--- src/hdl/qbe_pkg.sv ---
// Shared types, constants and helper functions of the quadtree bitmap encoder.
`timescale 1ns / 1ps

package qbe_pkg;

  // Image geometry.
  localparam int MaxSide       = 64;
  localparam int MaxLog2       = $clog2(MaxSide);
  localparam int SideLog2W     = 3;
  localparam logic [SideLog2W-1:0] SideLog2Reset = 3'd6;

  localparam int CountW        = 2 * MaxLog2 + 1;
  localparam int LevelW        = $clog2(MaxLog2 + 1) > 0 ? $clog2(MaxLog2 + 1) : 1;
  localparam int PathW         = MaxLog2 > 0 ? MaxLog2 : 1;

  localparam int PixDepth      = (MaxSide * MaxSide) > 1 ? (MaxSide * MaxSide) : 2;
  localparam int PixAddrW      = $clog2(PixDepth);

  // One status entry per inner node of every pyramid level above the pixels.
  localparam int NodeDepth     = ((1 << (2 * MaxLog2)) - 1) / 3;
  localparam int NodeRamDepth  = NodeDepth > 1 ? NodeDepth : 2;
  localparam int NodeAddrW     = $clog2(NodeRamDepth);

  localparam int SymW          = 2;

  typedef enum logic {
    MODE_LOAD  = 1'b0,
    MODE_FETCH = 1'b1
  } mode_e;

  typedef enum logic [SymW-1:0] {
    SYM_ZERO  = 2'd0,
    SYM_ONE   = 2'd1,
    SYM_OPEN  = 2'd2,
    SYM_CLOSE = 2'd3
  } symbol_e;

  typedef enum logic [1:0] {
    ST_IDLE,
    ST_LOAD_RD,
    ST_LOAD_WR,
    ST_EMIT
  } state_e;

  // Uniformity status of one square.
  typedef struct packed {
    logic mixed;
    logic val;
  } node_t;

  typedef struct packed {
    logic load_start;
    logic ld_sel;
    logic ld_write;
    logic fetch_step;
  } ctrl_cmd_t;

  typedef struct packed {
    logic ld_walk_needed;
    logic ld_last_level;
    logic out_free;
  } dp_status_t;

  // First node address of a pyramid level: levels are stored root first.
  function automatic logic [NodeAddrW-1:0] node_base(input logic [LevelW-1:0] lvl);
    logic [NodeAddrW-1:0] b;
    b = '0;
    for (int i = 0; i < MaxLog2; i++) begin
      if (LevelW'(i) < lvl) begin
        b = (b << 2) | NodeAddrW'(1);
      end
    end
    return b;
  endfunction

endpackage

--- src/hdl/qbe_ctrl.sv ---
// Sequencer of the quadtree bitmap encoder: request handshake and datapath commands.
`timescale 1ns / 1ps

module qbe_ctrl (
  input  logic                clk_i,
  input  logic                rst_ni,
  input  logic                in_valid_i,
  input  logic                in_mode_i,
  output logic                in_ready_o,
  input  qbe_pkg::dp_status_t status_i,
  output qbe_pkg::ctrl_cmd_t  cmd_o
);
  import qbe_pkg::*;

  state_e state_q, state_d;

  always_ff @(posedge clk_i or negedge rst_ni) begin
    if (!rst_ni) begin
      state_q <= ST_IDLE;
    end else begin
      state_q <= state_d;
    end
  end

  always_comb begin
    state_d    = state_q;
    cmd_o      = '0;
    in_ready_o = 1'b0;
    case (state_q)
      ST_IDLE: begin
        in_ready_o = 1'b1;
        if (in_valid_i) begin
          if (in_mode_i == MODE_FETCH) begin
            state_d = ST_EMIT;
          end else begin
            cmd_o.load_start = 1'b1;
            if (status_i.ld_walk_needed) begin
              state_d = ST_LOAD_RD;
            end
          end
        end
      end
      ST_LOAD_RD: begin
        cmd_o.ld_sel = 1'b1;
        state_d      = ST_LOAD_WR;
      end
      ST_LOAD_WR: begin
        cmd_o.ld_write = 1'b1;
        state_d        = status_i.ld_last_level ? ST_IDLE : ST_LOAD_RD;
      end
      ST_EMIT: begin
        if (status_i.out_free) begin
          cmd_o.fetch_step = 1'b1;
          state_d          = ST_IDLE;
        end
      end
      default: begin
        state_d = ST_IDLE;
      end
    endcase
  end

endmodule

--- config.mk ---
export PLATFORM = sky130hd
export DESIGN_NAME = qbe_ctrl
export DESIGN_NICKNAME = d
export VERILOG_FILES = /design/src/hdl/qbe_pkg.sv /design/src/hdl/qbe_ctrl.sv
export SDC_FILE = /design/constraint.sdc
export NUM_CORES = 1
export LEC_CHECK = 0
export BUFFER_PORTS_ARGS = -buffer_cell sky130_fd_sc_hd__buf_4
export CAP_MARGIN = 20
export CELL_PAD_IN_SITES_DETAIL_PLACEMENT = 0
export CELL_PAD_IN_SITES_GLOBAL_PLACEMENT = 2
export CORE_AREA = 3 3 40 42
export CTS_CLUSTER_DIAMETER = 30
export CTS_CLUSTER_SIZE = 14
export DETAILED_ROUTE_END_ITERATION = 8
export DIE_AREA = 0 0 43 45
export HOLD_SLACK_MARGIN = 0.08
export PLACE_DENSITY = 0.55
export SETUP_SLACK_MARGIN = 0.15
export SYNTH_ARGS = -nofsm -noshare
export SYNTH_HDL_FRONTEND = slang
export SYNTH_SLANG_ARGS = --single-unit
--- constraint.sdc ---
create_clock -name clk_i -period 2.2 [get_ports clk_i]
set_input_delay 0.66 -clock clk_i [delete_from_list [all_inputs] [get_ports clk_i]]
set_output_delay 0.66 -clock clk_i [all_outputs]
set_load 0.005 [all_outputs]
# == After elaboration in Yosys (flattened, before gate mapping) ==
# Index checks and enable logic that the tools add are counted.
# W data, S select, Z words.
# classes
n_eq_ne,6
mux,14
reduce_logical,2
# op_table
cell,n
$mux W1,9
$mux W2,4
$pmux W2 S4,1
$eq A2 B2 Y1 const B,2
$ne A2 B2 Y1 const B,2
$ne A3 B3 Y1 const B,1
$reduce_and A3 Y1,1
$eq A2 B1 Y1 const B,1
$logic_not A2 Y1,1
# word_totals
regBits,2
output_inout_bits,5
word_cells,23

# == Longest topological paths before layout ==
# Gate-level depths: netlist (run 1).
# depth
depth_word,4
ltp_mapped,2

# == Least setup slack after synthesis (run 1) ==
# No wires, ideal clock.
# synth_path
path_type,input -> output
start,input in_mode_i
end,output cmd_o[3] (netlist name)
t_arrival_ps,949
slack_ps,591
path_stages,1
path_buffers,0
path_cell_list,nor4b_1
# synth_between
elab_chain_cells,3
# synth_lines
element,line,rtl
start: declaration,qbe_ctrl.sv:8,"input logic in_mode_i,"
$mux W1,qbe_ctrl.sv:33,if (in_mode_i == MODE_FETCH) begin
$mux W1,qbe_ctrl.sv:32,if (in_valid_i) begin
$mux W1,qbe_ctrl.sv:29,case (state_q)
end: declaration,qbe_ctrl.sv:11,output qbe_pkg::ctrl_cmd_t cmd_o
# No other way between the ends.

==> results.toml, run 1 <==
[finish]
ff_latch_area_sq_um = 50.05
reg_top3 = "state_q x2"
fin_util_pct = 19.28
syn_to_final_growth_pct = 100.0
fin_nets = 36
finish.cell_count_without_fillers = 42
largest_reg_flops = 2
top_register = "state_q"
fin_area_sq_um = 247.7
multi_input_area_sq_um = 70.07
drive_above_1_share_pct = 59.26
fillers = 141
final_common_cell = "buf_4"
n_antenna_cell = 0
most-common-layout-cells = "buf_4, clkbuf_4, nor2_1, dfrtp_1"

[routing]
route.met2.wl_um = 112
avgRoutedWirePerCell_um = 9.214
viasPerCell = 3.643
ant_nets = 0
first_pass_iters = 2
wl_um = 387
top_layer = "met3"
drt-initial-drc-count = 2
m1WireLength_um = 188
drc = 0
routed-wl-met3_um = 86
vias = 153

[logic_synthesis]
syn_area_per_cell_sq_um = 9.528
ys_ff_latch = 2
yosysWarnings = 0
synth_nets = 20
yosysSeqAreaShare_pct = 40.40
synthDistinctLibCells = 11
synthCells = 13
syn_area_sq_um = 123.9

[run_status]
status = "finished, final reports clean"

[pwr]
p_switching_mw = 0.09493
power_density_nw_per_um2 = 1178
power_frac_comb_pct = 43.4
power_frac_clock_pct = 27.7
p_leak_nw = 0.1233
p_int_mw = 0.1968
power_mw = 0.2917
peakVddDrop_v = 0.0003594
seq_power_share_pct = 28.9
switching_share_pct = 32.54

[setup_path]
endpoint_kind = "output port"
startpoint = "in_mode_i"
worst_path_max_delay_cell = "nor4b_1"
cp_cell_sequence = "buf_4 -> nor4b_1 -> buf_4"
worstPathRequired_ns = 1.54
crit_path_frequent_cell = "buf_4"
crit_arrival_ns = 1.18
crit_fanout = 3
critPathKind = "input port to output port"
slowest_delay_ns = 0.24
critPathLaunchType = "input port"
r2r-start = "state_q[0]"

[sta]
rsz0062_at_grt = "false"
final-setup-viol-count = 0
setup-tns-final_ns = 0
period_share_pct = 83.75
final_hold_viol_count = 0
finClkSkew_ns = 0.0007964
relSlewSlack_pct = 82.87
slew_violations = 0
whs_ns = 0.2123
worst_pin_slew_ns = 0.2533
max_freq_mhz = 542.8
setup_ws_ns = 0.3575
fin_crit_ns = 1.842

[clock_network]
numCtsBuffers = 3
cts_hold_buffers = 0
tritoncts = "built"
htree_levels = 1
clk_latency_ns = 0.22
post-cts-setup-buffers = 0
cts_resized = 0
cts_buffer_depth = 2
path_clk_slew_ns = 0.03
clock-sinks = 2
root_buffer = "clkbuf_4"

[global_route]
grt_max_degree = 8
antenna_found_initial = 0
grt_usage_pct = 5.833
grt_first_pass_wirelength_um = 731
grt_pass1_vias = 149
grt_remaining_overflow = 0

[floorplanning]
die_height_um = 45
fp.coreArea_sq_um = 1285
initial_core_util_pct = 9.640
std_cell_rows = 13
ios = 12
die-area_sq_um = 1935
dieWidth_um = 43

[place]
placed_area_sq_um = 225.2
hpwl_um = 308.7
io_buffers = 11
pre_cts_ws_ns = 0.3501
gp_congestion = 0.6502
place_inst = 39

[min_path]
hp-class = "input port to async pin"

[flow_run]
drv_cap = 0
## cells by family after synthesis
logic type | after synthesis | share of synthesized area [%]
flops | 2 | 40.41
compound gates | 3 | 17.17
buf+inv | 1 | 3.027
mux | 1 | 8.081
simple gates | 6 | 31.32
## layer usage
layer  vias to the layer above  global-route usage (%)
met1                        64                   7.246
met3                         0                   5.578
li1                         77                       -
met5                         -                       0
met4                         0                   5.422
met2                        12                   5.090
## synthesized netlist by cell type, drive strengths merged
cell type,number,area share [%]
dfrtp,2,40
nor2,2,6.1
a21oi,1,4.0
a32o,1,8.1
and2b,1,7.1
and3,1,6.1
inv,1,3.0
mux2i,1,8.1
nor4b,1,7.1
o22ai,1,5.1
or2,1,5.1
## area by class of cell
cell class	instances	share of cell area, %
clock buffers	3	9.091
repair buffers	11	33.33
inverters	1	1.515
well taps	15	7.576
multi-input cells	10	28.28
flip-flops and latches	2	20.20
## path summary, 6_finish.rpt
path / end / slack, ns / cells after the start
setup / recovery: cmd_o[3] / 0.36 / 3
hold / removal: state_q[1] / 0.21 / 1
setup reg to reg: state_q[0] / 1.29 / 2
hold reg to reg: state_q[1] / 0.56 / 1
max in group asynchronous: state_q[0] / 1.90 / 1
min in group clk_i: state_q[1] / 0.56 / 1
## critical path, delay by kind of cell
| family | cells | cell delay [ns] |
|---|---|---|
| and+or+nand+nor | 1 | 0.24 |
| buffers and inverters | 2 | 0.28 |
## power by group through the flow
stage / clock network [mW] / registers [mW] / logic [mW]
global placement: 0 / 0.0837 / 0.126
finish: 0.0808 / 0.0844 / 0.127
global route: 0.0927 / 0.0931 / 0.141
floorplan: 0 / 0.0777 / 0.0597
detailed placement: 0 / 0.0842 / 0.127
CTS: 0.0878 / 0.0839 / 0.128
Power figures use the tool's default switching activity.
==> inputs of run 2 (changes only) <==
- clock period: 2.2 -> 1.9 ns (I/O delays scaled with it)
==> results.toml, run 2 (synthesized netlist as in run 1, its figures left out) <==
[global_route]
antenna_found_initial = 0
grt_max_degree = 8
grt_usage_pct = 6.073
grt_remaining_overflow = 0
grt_pass1_vias = 171
grt_first_pass_wirelength_um = 724

[setup_path]
critPathKind = "flop to output port"
slowest_delay_ns = 0.45
r2r-start = "state_q[0]"
crit_arrival_ns = 1.08
path_delay_family = "flip-flops"
r2r_cells = 2
worst-r2r-setup-slack_ns = 1.00
worstPathRequired_ns = 1.33
cp_cell_sequence = "nor4b_4 -> buf_4"
crit_fanout = 7
critPathLaunchType = "flop"
endpoint_kind = "output port"
worst_path_max_delay_cell = "dfrtp_2"
critPathBufInv = 1
r2r-end = "state_q[0]"

[clock_network]
clock-sinks = 2
clk_latency_ns = 0.23
tritoncts = "built"
cts_hold_buffers = 0
htree_levels = 1
root_buffer = "clkbuf_4"
cts_buffer_depth = 2
numCtsBuffers = 3
path_clk_slew_ns = 0.03

[pwr]
p_int_mw = 0.2390
power_density_nw_per_um2 = 1374
power_frac_clock_pct = 26.5
switching_share_pct = 34.42
seq_power_share_pct = 31.3
peakVddDrop_v = 0.0003522
power_frac_comb_pct = 42.2
p_leak_nw = 0.1275
p_switching_mw = 0.1255

[floorplanning]
ios = 12
fp.coreArea_sq_um = 1285
dieWidth_um = 43
die_height_um = 45
initial_core_util_pct = 9.640
std_cell_rows = 13
die-area_sq_um = 1935

[routing]
vias = 158
wl_um = 402
first_pass_iters = 4
viasPerCell = 3.762
ant_nets = 0
drt-initial-drc-count = 1
avgRoutedWirePerCell_um = 9.571
drc = 0

[place]
gp_congestion = 0.6717
hpwl_um = 304.2
io_buffers = 11

[sta]
slew_violations = 0
final_hold_viol_count = 0
whs_ns = 0.1178
period_share_pct = 87.07
rsz0062_at_grt = "false"
final-setup-viol-count = 0
relSlewSlack_pct = 88.30
fin_crit_ns = 1.654
setup-tns-final_ns = 0
worst_pin_slew_ns = 0.1747
finClkSkew_ns = 0.001695
max_freq_mhz = 604.5

[finish]
n_antenna_cell = 0
multi_input_area_sq_um = 85.08
final_common_cell = "buf_4"
reg_top3 = "state_q x2"
ff_latch_area_sq_um = 52.55
fillers = 144
drive_above_1_share_pct = 70.37
top_register = "state_q"
most-common-layout-cells = "buf_4, clkbuf_4, nor2_1, dfrtp_2"
fin_nets = 36
largest_reg_flops = 2
syn_to_final_growth_pct = 114.1

[flow_run]
drv_cap = 0

[run_status]
status = "finished, final reports clean"

[min_path]
hp-class = "input port to async pin"
==> run 2: cell types whose count changed in the layout (fill, tap and decap cells not counted) <==
cell | before | now
dfrtp_1 | 2 | 0
dfrtp_2 | 0 | 2
nor4b_1 | 1 | 0
nor4b_4 | 0 | 1
==> run 2: worst max-delay path by stage <==
stage          startpoint  endpoint  slack (ns)  cells past startpoint
6_report       state_q[1]  cmd_o[3]        0.25                      2
5_1_grt        state_q[1]  cmd_o[3]        0.16                      2
4_1_cts        state_q[1]  cmd_o[3]        0.18                      2
3_5_place_dp    in_mode_i  cmd_o[3]        0.25                      3
3_3_place_gp    in_mode_i  cmd_o[3]        0.24                      3
2_1_floorplan   in_mode_i  cmd_o[3]        0.47                      1
==> run 2: final cells by class <==
class                   count  area share, %
clock buffers               3          8.491
inverters                   1          1.415
multi-input cells          10          32.08
flip-flops and latches      2          19.81
well taps                  15          7.075
repair buffers             11          31.13
==> run 2: power by group through the flow <==
stage / logic (mW) / registers (mW) / clock network [mW]
after floorplan: 0.0691 / 0.0899 / 0
after global placement: 0.146 / 0.0973 / 0
after detailed placement: 0.148 / 0.0987 / 0
after CTS: 0.148 / 0.0982 / 0.102
after global routing: 0.169 / 0.124 / 0.114
final: 0.154 / 0.114 / 0.0967
==> run 2: worst reg2reg max path, delay by kind of cell (launching register included) <==
kind / cells / cell delay [ns]
multiplexers: 1 / 0.13
flip-flops: 1 / 0.45
AO/OA/AOI/OAI: 1 / 0.20
==> run 2: timing repair <==
item | 4_1_cts | 5_1_grt
setup buffers | 0 | 0
setup endpoints to repair | 0 | 1
resized for setup | 0 | 4
==> run 2: stage by stage <==
stage                     worst slack [ns]  std cells  power, mW  area, sq um  utilization, %
after floorplan                     0.4714         13     0.1591        123.9               -
after global placement              0.2416         39     0.2434        225.2           17.53
after detailed placement            0.2524         39     0.2465        225.2           17.53
after CTS                           0.1824         42     0.3484        247.7           19.28
after global routing                0.1622         42     0.4067        265.3           20.64
final                               0.2456         42     0.3644        265.3           20.64
==> run 2: metal layers <==
layer / share of wire [%] / routed length (um) / GRT usage (%) / vias up
li1: - / - / - / 77
met1: 51 / 205 / 6.010 / 69
met2: 30 / 121 / 5.988 / 12
met3: 19 / 75 / 6.375 / 0
met4: 0 / 0 / 7.229 / 0
met5: 0 / 0 / 0 / -
